[config.mk]
export PLATFORM = sky130hd
export DESIGN_NAME = sca_ctrl
export DESIGN_NICKNAME = d
export VERILOG_FILES = /design/src/hdl/sca_pkg.sv /design/src/hdl/sca_ctrl.sv
export SDC_FILE = /design/constraint.sdc
export NUM_CORES = 1
export LEC_CHECK = 0
export BUFFER_PORTS_ARGS = -buffer_cell sky130_fd_sc_hd__buf_2
export CAP_MARGIN = 10
export CELL_PAD_IN_SITES_DETAIL_PLACEMENT = 0
export CELL_PAD_IN_SITES_GLOBAL_PLACEMENT = 1
export CORE_MARGIN = 2
export CORE_UTILIZATION = 39
export DETAILED_ROUTE_END_ITERATION = 8
export GPL_ROUTABILITY_DRIVEN = 0
export PLACE_DENSITY_LB_ADDON = 0.05
export SLEW_MARGIN = 20
export SYNTH_ARGS = -nofsm -noshare
export SYNTH_HDL_FRONTEND = slang
export SYNTH_SLANG_ARGS = --single-unit
export TNS_END_PERCENT = 20
[constraint.sdc]
create_clock -name clk -period 1.95 [get_ports clk]
set_clock_uncertainty 0.2 [all_clocks]
set_input_delay 0.39 -clock clk [delete_from_list [all_inputs] [get_ports clk]]
set_output_delay 0.39 -clock clk [all_outputs]
set_load 0.05 [all_outputs]
[src/hdl/sca_pkg.sv]
// shared types and constants of the sample covariance accumulator
// no dependencies; imported by the controller, the datapath and the top level
package sca_pkg;

    localparam int COV_W  = 40;
    localparam int CNT_W  = 13;
    localparam int STAT_W = 2;
    // covariance, pair count, padded to whole bytes
    localparam int OUT_DATA_W = ((COV_W + CNT_W + 7) / 8) * 8;

    typedef enum logic [STAT_W-1:0] {
        STAT_OK       = 2'd0,
        STAT_ZERO_DIV = 2'd1,
        STAT_TOO_MANY = 2'd2
    } sca_status_t;

    typedef struct packed {
        logic capture;
        logic accumulate;
        logic multiply;
        logic prepare;
        logic div_step;
        logic load_out;
    } sca_cmd_t;

    typedef struct packed {
        logic last;
    } sca_flags_t;

    // bits of the rounded dividend, i.e. quotient bits of the restoring divider
    function automatic int sca_div_bits(input int max_pairs, input int sample_bits,
                                        input int frac_bits);
        int l;
        int cw;
        int sxw;
        int spw;
        int p1w;
        int p2w;
        int nw;
        l   = $clog2(max_pairs);
        cw  = $clog2(max_pairs + 1);
        sxw = sample_bits + l + 1;
        spw = 2 * sample_bits + l;
        p1w = cw + 1 + spw;
        p2w = 2 * sxw;
        nw  = ((p1w > p2w) ? p1w : p2w) + 1;
        return nw + frac_bits + 1;
    endfunction

endpackage

[src/hdl/sca_ctrl.sv]
// sequencer of the covariance accumulator: accumulate, multiply, divide, output
// uses sca_pkg; drives the command struct of sca_datapath
module sca_ctrl
    import sca_pkg::*;
#(
    parameter int DIV_STEPS = 67
)
(
    input  logic       clk,
    input  logic       rst_n,
    input  logic       s_tvalid,
    output logic       s_tready,
    output logic       m_tvalid,
    input  logic       m_tready,
    input  sca_flags_t flags,
    output sca_cmd_t   cmd
);

    localparam int STEP_W = $clog2(DIV_STEPS + 1);

    typedef enum logic [2:0] {
        S_IDLE,
        S_ACC,
        S_MUL,
        S_PREP,
        S_DIV,
        S_FIN
    } state_t;

    state_t            state_reg;
    state_t            state_next;
    logic [STEP_W-1:0] step_reg;
    logic [STEP_W-1:0] step_next;
    logic              out_valid_reg;
    logic              out_valid_next;
    logic              out_free;

    assign out_free = !out_valid_reg || m_tready;
    assign s_tready = (state_reg == S_IDLE);
    assign m_tvalid = out_valid_reg;

    always_comb
    begin
        cmd            = '0;
        state_next     = state_reg;
        step_next      = step_reg;
        out_valid_next = out_valid_reg;
        if (m_tready)
        begin
            out_valid_next = 1'b0;
        end
        unique case (state_reg)
            S_IDLE:
            begin
                if (s_tvalid)
                begin
                    cmd.capture = 1'b1;
                    state_next  = S_ACC;
                end
            end
            S_ACC:
            begin
                cmd.accumulate = 1'b1;
                state_next     = flags.last ? S_MUL : S_IDLE;
            end
            S_MUL:
            begin
                cmd.multiply = 1'b1;
                state_next   = S_PREP;
            end
            S_PREP:
            begin
                cmd.prepare = 1'b1;
                step_next   = '0;
                state_next  = S_DIV;
            end
            S_DIV:
            begin
                cmd.div_step = 1'b1;
                step_next    = step_reg + 1'b1;
                if (step_reg == STEP_W'(DIV_STEPS - 1))
                begin
                    state_next = S_FIN;
                end
            end
            S_FIN:
            begin
                // wait until the output register has been emptied
                if (out_free)
                begin
                    cmd.load_out   = 1'b1;
                    out_valid_next = 1'b1;
                    state_next     = S_IDLE;
                end
            end
            default:
            begin
                state_next = S_IDLE;
            end
        endcase
    end

    always_ff @(posedge clk or negedge rst_n)
    begin
        if (!rst_n)
        begin
            state_reg     <= S_IDLE;
            step_reg      <= '0;
            out_valid_reg <= 1'b0;
        end
        else
        begin
            state_reg     <= state_next;
            step_reg      <= step_next;
            out_valid_reg <= out_valid_next;
        end
    end

endmodule

==> metrics, run 1 <==
result of the run complete, no violations; layout overhead on the synthesized area 29.6%; # rows 14; Net Count, Synth 67; Detail Placement HPWL roughly 900 µm; core area 0.00149 mm²; max-cap violation count 0; endpoints failing hold 0; Port Buffer Count 12; TritonCTS clock tree done; Final period util 0.986; slew margin rel. 0.820; Final Non-Filler Cells 96; number of global-route vias before repair 437; io pins 13; first-pass GRT wire length 2.02 mm; drt pass-1 iters 2; Max Root-Sink Buffers 2; total grt overflow 0; WL per Instance 12.5 µm; depth of the CTS H-tree 1; largest net degree at the start of global routing 12; register bit total from synthesis 11; Mapped Cells 60; later-pin clock latency in the skew report between 0.2 and 0.3 ns; post-synthesis average cell area ~10 µm²; initial antenna violation count 0; final wirelength 1.20 mm; CP Launch Type flop; peak supply drop ~0.00032 V; DIE AREA 0.00191 mm²; Num Clock Sinks 11; Worst Hold Class primary input to flop; DIE HEIGHT 43.7 µm; leakage power 0.396 nW; cts bufs inserted 3; hold_ws 0.176 ns; Antenna Cells 0; Critical Path RT 1.36 ns; unique cell type count in the Yosys netlist 27; Root Driver clkbuf_4; cell area power density about 500 mW/mm²; fin crit period between 1.5 and 2 ns; placed insts 91; achievable clock frequency ~520 MHz; Slew Limit Fails 0; Starting Density 0.412; layout cells sized above 1 0.363; asr flop ratio synth 1.00; clk slew on worst S/H paths roughly 0.070 ns; Via density between 5 and 6; setup repair bufs after CTS 0; Final setup viols 0; Least-Margin Pin Slew between 0.2 and 0.3 ns; sequential area share after synthesis 0.449; post-route ant nets 0; DRC violations left 0; cell area after synthesis 613 µm²; Post-synth EDFFs 0; unrepaired setup endpoints after global routing yes; die width around 44 µm; Yosys warning total 0; predominant post-synthesis flop cell dfrtp_1; GRT Total Usage 0.144; DRT iter0 DRCs 2; NumNets Final 88; kind of critical path flop to output port; worst path arrival time 1.33 ns; endpoint class of the critical path output port; detailed-route via count 485; top fanout value on the critical path 7; Largest register FFs 7
power by group:
group / internal (W) / switching (W) / total, W
Combinational: 0.00000441 / 0.00000541 / 0.00000982
Sequential: 0.000228 / 0.0000000000000000000401 / 0.000228
Clock: 0.0000791 / 0.0000818 / 0.000161
path summary, 6_finish.rpt:
path,to,slack (ns),start,depth (start not counted)
setup / recovery,cmd[1],0.03,state_reg[1]$_DFFE_PN0P_,3
hold reg to reg,step_reg[6]$_DFFE_PN0P_,0.28,step_reg[6]$_DFFE_PN0P_,1
max in group asynchronous,state_reg[1]$_DFFE_PN0P_,1.01,rst_n,2
hold / removal,state_reg[1]$_DFFE_PN0P_,0.18,flags,3
setup reg to reg,step_reg[2]$_DFFE_PN0P_,0.24,state_reg[1]$_DFFE_PN0P_,4
min in group asynchronous,step_reg[3]$_DFFE_PN0P_,0.31,rst_n,2
repair_timing:
action | in CTS | in global routing
pin swaps | 0 | 0
gates resized for setup | 6 | 6
hold buffers | 1 | 0
hold endpoints to repair | 11 | 0
endpoints found under the setup margin | 3 | 4
per-layer routing:
metal / up-vias / GRT usage / routed length (µm)
met2: 7 / 0.188 / 509
met3: 2 / 0.0375 / 42
met4: 0 / 0.0727 / 11
met1: 222 / 0.215 / 636
li1: 254 / - / -
met5: - / 0 / 0
stage by stage:
stage	util	total power (W)	TNS, ns	area (µm²)	worst slack [ns]
finish	0.534	0.000399	0	795	0.0263
global placement	0.492	0.000241	0	733	0.194
detailed placement	0.492	0.000241	0	733	0.191
CTS	0.526	0.000406	0	783	0.0117
global route	0.534	0.000415	-0.0282	795	-0.0173
floorplan	-	0.000233	-0.239	629	-0.120
critical path, stage by stage (launching register included):
cell,delay (ns)
dfrtp_2,0.45
or3b_4,0.39
inv_2,0.08
buf_8,0.14
cell families (layout without fill, tap and decap cells):
family / count (synthesis) / after routing / synth area share
flops: 11 / 11 / 0.449
buf+inv: 6 / 26 / 0.0531
simple gates: 28 / 28 / 0.265
compound gates: 7 / 7 / 0.0653
mux: 6 / 6 / 0.127
fa+ha+maj: 2 / 2 / 0.0408
cell usage after synthesis, types with 2 or more instances:
library cell / n / area (µm²)
inv_1: 2 / 7.51
nand2_1: 6 / 22.5
ha_1: 2 / 25.0
o21ai_0: 3 / 15.0
nand3b_1: 3 / 22.5
dfrtp_1: 11 / 275
a21oi_1: 2 / 10.0
nand3_1: 3 / 15.0
nand4_1: 4 / 25.0
nand2b_1: 2 / 12.5
and2_1: 2 / 12.5
mux2i_1: 4 / 40.0
buf_2: 2 / 10.0
cell usage in the layout (no fill, tap or decap), drive strengths merged:
| cell | synthesis | layout |
|---|---|---|
| nand4 | 4 | 4 |
| a21o | 1 | 1 |
| and4 | 1 | 1 |
| clkbuf | 0 | 5 |
| a21oi | 2 | 2 |
| ha | 2 | 2 |
| nand2b | 2 | 2 |
| nor3 | 1 | 1 |
| nand3b | 3 | 3 |
| or3b | 1 | 1 |
| dlygate4sd3 | 0 | 1 |
| mux2 | 1 | 1 |
| dfrtp | 11 | 11 |
| o21ai | 3 | 3 |
| o211ai | 1 | 1 |
| nor3b | 1 | 1 |
| and2 | 2 | 2 |
| nor2 | 1 | 1 |
| and3 | 1 | 1 |
| nor2b | 1 | 1 |
| buf | 3 | 17 |
| nand2 | 6 | 6 |
| nor4 | 1 | 1 |
| mux2i | 5 | 5 |
| inv | 3 | 3 |
| nand3 | 3 | 3 |
cell type report:
class | count | area, µm²
inverter | 3 | 11.3
sequential | 11 | 278
multi-input combinational | 43 | 324
timing repair buffer | 19 | 135
clock buffer | 4 | 26.3
tap | 16 | 20.0
fill | 148 | 694
Power figures use the tool's default switching activity.
==> run 2, diff against run 1 <==
==> constraint.sdc (replaced) <==
create_clock -name clk -period 1.95 [get_ports clk]
set_clock_uncertainty 0.2 [all_clocks]
set_input_delay 0.39 -clock clk [delete_from_list [all_inputs] [get_ports clk]]
set_output_delay 0.39 -clock clk [all_outputs]
set_load 0.02 [all_outputs]
==> run 2 against run 1 <==
Compared with the run above: final area decreased by 2.5%; clock power decreased by 6%; wire length down 5.8%; sequential share of layout area up 0.74 points; clock-buffer cell count did not move; sequential cell count is the same; first-iteration DRC count rose to 3.5 times the previous value; maximum frequency increased by 2.4%; via count fell by 2.1%; non-clock buffer count increased by 1; power is 2.3% lower; register-to-register slack better by 0.04 ns; critical path type unchanged; largest cell class unchanged; largest power group unchanged.
==> metrics, run 2 (same netlist as run 1, synthesis figures left out) <==
result of the run complete, no violations; layout cells sized above 1 0.346 (-0.0168); fin crit period 1.88 ns (-0.0448 ns); Via density 4.90 (-3.1%); achievable clock frequency 532 MHz (+2.4%); unrepaired setup endpoints after global routing yes; placed insts 89 (-2.2%); slew margin rel. 0.828 (+0.00836); Least-Margin Pin Slew 0.258 ns (-0.0101 ns); Starting Density 0.412 (unchanged); # rows 14 (unchanged); Slew Limit Fails 0 (unchanged); Reg power frac 0.585 (+0.013); worst path arrival time 1.29 ns (-0.04 ns); DIE AREA 0.00191 mm² (unchanged); Largest register FFs 7 (unchanged); layout overhead on the synthesized area 26.3%; DIE HEIGHT 43.7 µm (unchanged); later-pin clock latency in the skew report 0.27 ns (about the same); setup TNS 0 ns (unchanged); endpoint class of the critical path output port; io pins 13 (unchanged); switch share 0.200 (-0.0187); DRT iter0 DRCs 7 (+5); WL per Instance 11.7 µm (-6.7%); met2 Usage GRT 0.194 (+0.00588); Root Driver clkbuf_4; DRC violations left 0 (unchanged); Num Clock Sinks 11 (unchanged); Critical Path RT 1.36 ns (about the same); Final period util 0.963 (-0.0230); Comb power frac 0.025 (about the same); cts bufs inserted 3 (unchanged); M3 GR Usage 0.0750 (+0.0375); most frequent cells in the layout buf_2 (10), dfrtp_1 (10), buf_4 (9); Antenna Cells 0 (unchanged); Clk pwr share 0.390 (-0.014); number of global-route vias before repair 430 (-1.6%); endpoints failing hold 0 (unchanged); NumNets Final 89 (+1.1%); drt pass-1 iters 3 (+1); Int Power 0.000312 W (about the same); initial antenna violation count 0 (unchanged); top fanout value on the critical path 7 (unchanged); Detail Placement HPWL 835 µm (-5.4%); max-cap violation count 0 (unchanged); Final Non-Filler Cells 97 (+1.0%); depth of the CTS H-tree 1 (unchanged); TritonCTS clock tree done; detailed-route via count 475 (-2.1%); Worst Hold Class primary input to flop; multi-input logic area 313 µm² (-3.5%); core area 0.00149 mm² (unchanged); register area 277 µm² (-0.45%); final wirelength 1.13 mm (-5.8%); P_sw 0.0000780 W (-11%); R2R Setup Slk 0.28 ns (+0.04 ns); first-pass GRT wire length 1.88 mm (-7.2%); largest net degree at the start of global routing 12 (unchanged); CP Launch Type flop; die width 43.7 µm (unchanged); peak supply drop 0.000469 V (+46%); post-route ant nets 0 (unchanged); total grt overflow 0 (unchanged); fill count 149 (+0.68%); leakage power 0.401 nW (+1.2%); Final setup viols 0 (unchanged); Port Buffer Count 12 (unchanged); kind of critical path flop to output port; GRT Total Usage 0.138 (-0.00630); gr busiest metal met2; met1 usage 0.184 (-0.0317); cell area power density 503 mW/mm² (+0.27%); Max Root-Sink Buffers 2 (unchanged); clk slew on worst S/H paths 0.06 ns (about the same)
[run 2: power by group through the flow]
stage	Combinational [W]	Clock, W	Sequential (W)
finish	0.00000969	0.000152	0.000228
CTS	0.0000103	0.000160	0.000228
detailed placement	0.00000878	0	0.000232
global route	0.0000119	0.000176	0.000228
global placement	0.00000858	0	0.000232
floorplan	0.000000319	0	0.000232
[run 2: per-stage QoR]
step                area, µm²   util  hold slack [ns]  worst slack [ns]  total power (W)
finish                    774  0.520            0.180            0.0712         0.000390
global route              774  0.520            0.175           -0.0286         0.000416
CTS                       742  0.498            0.181            0.0125         0.000399
detailed placement        702  0.471           0.0774             0.207         0.000241
global placement          702  0.471           0.0733             0.207         0.000241
floorplan                 613      -           -0.106            0.0176         0.000233
[run 2: routing by layer]
| layer | wire (µm) | vias up |
|---|---|---|
| met3 | 62 | 0 |
| met1 | 605 | 207 |
| met5 | 0 | - |
| li1 | - | 257 |
| met4 | 0 | 0 |
| met2 | 463 | 11 |
[run 2: layout make-up]
cell class | count | share of cell area
clock buffer | 4 | 0.0339
inverter | 3 | 0.0145
multi-input combinational | 43 | 0.404
sequential | 11 | 0.357
tap | 16 | 0.0258
timing repair buffer | 20 | 0.165
[run 2: final timing paths]
path                                            end  cells past startpoint                     start
setup / recovery                             cmd[1]                      3  state_reg[2]$_DFFE_PN0P_
hold / removal             state_reg[1]$_DFFE_PN0P_                      3                     flags
setup reg to reg            step_reg[2]$_DFFE_PN0P_                      4  state_reg[2]$_DFFE_PN0P_
hold reg to reg             step_reg[6]$_DFFE_PN0P_                      1   step_reg[6]$_DFFE_PN0P_
max in group asynchronous  state_reg[2]$_DFFE_PN0P_                      2                     rst_n
min in group asynchronous   step_reg[3]$_DFFE_PN0P_                      2                     rst_n
[run 2: worst max-delay path, cell delays in order, from the launching register on]
cell,delay [ns]
dfrtp_2,0.42
or3b_4,0.42
inv_2,0.06
buf_4,0.13
[run 2: what timing repair did]
action / in CTS / in global routing
hold buffers: 1 / 0
resized for setup: 2 / 3
buffers inserted: 0 / 3
cloned: 0 / 0
hold endpoints to repair: 11 / 0
setup endpoints to repair: 1 / 3
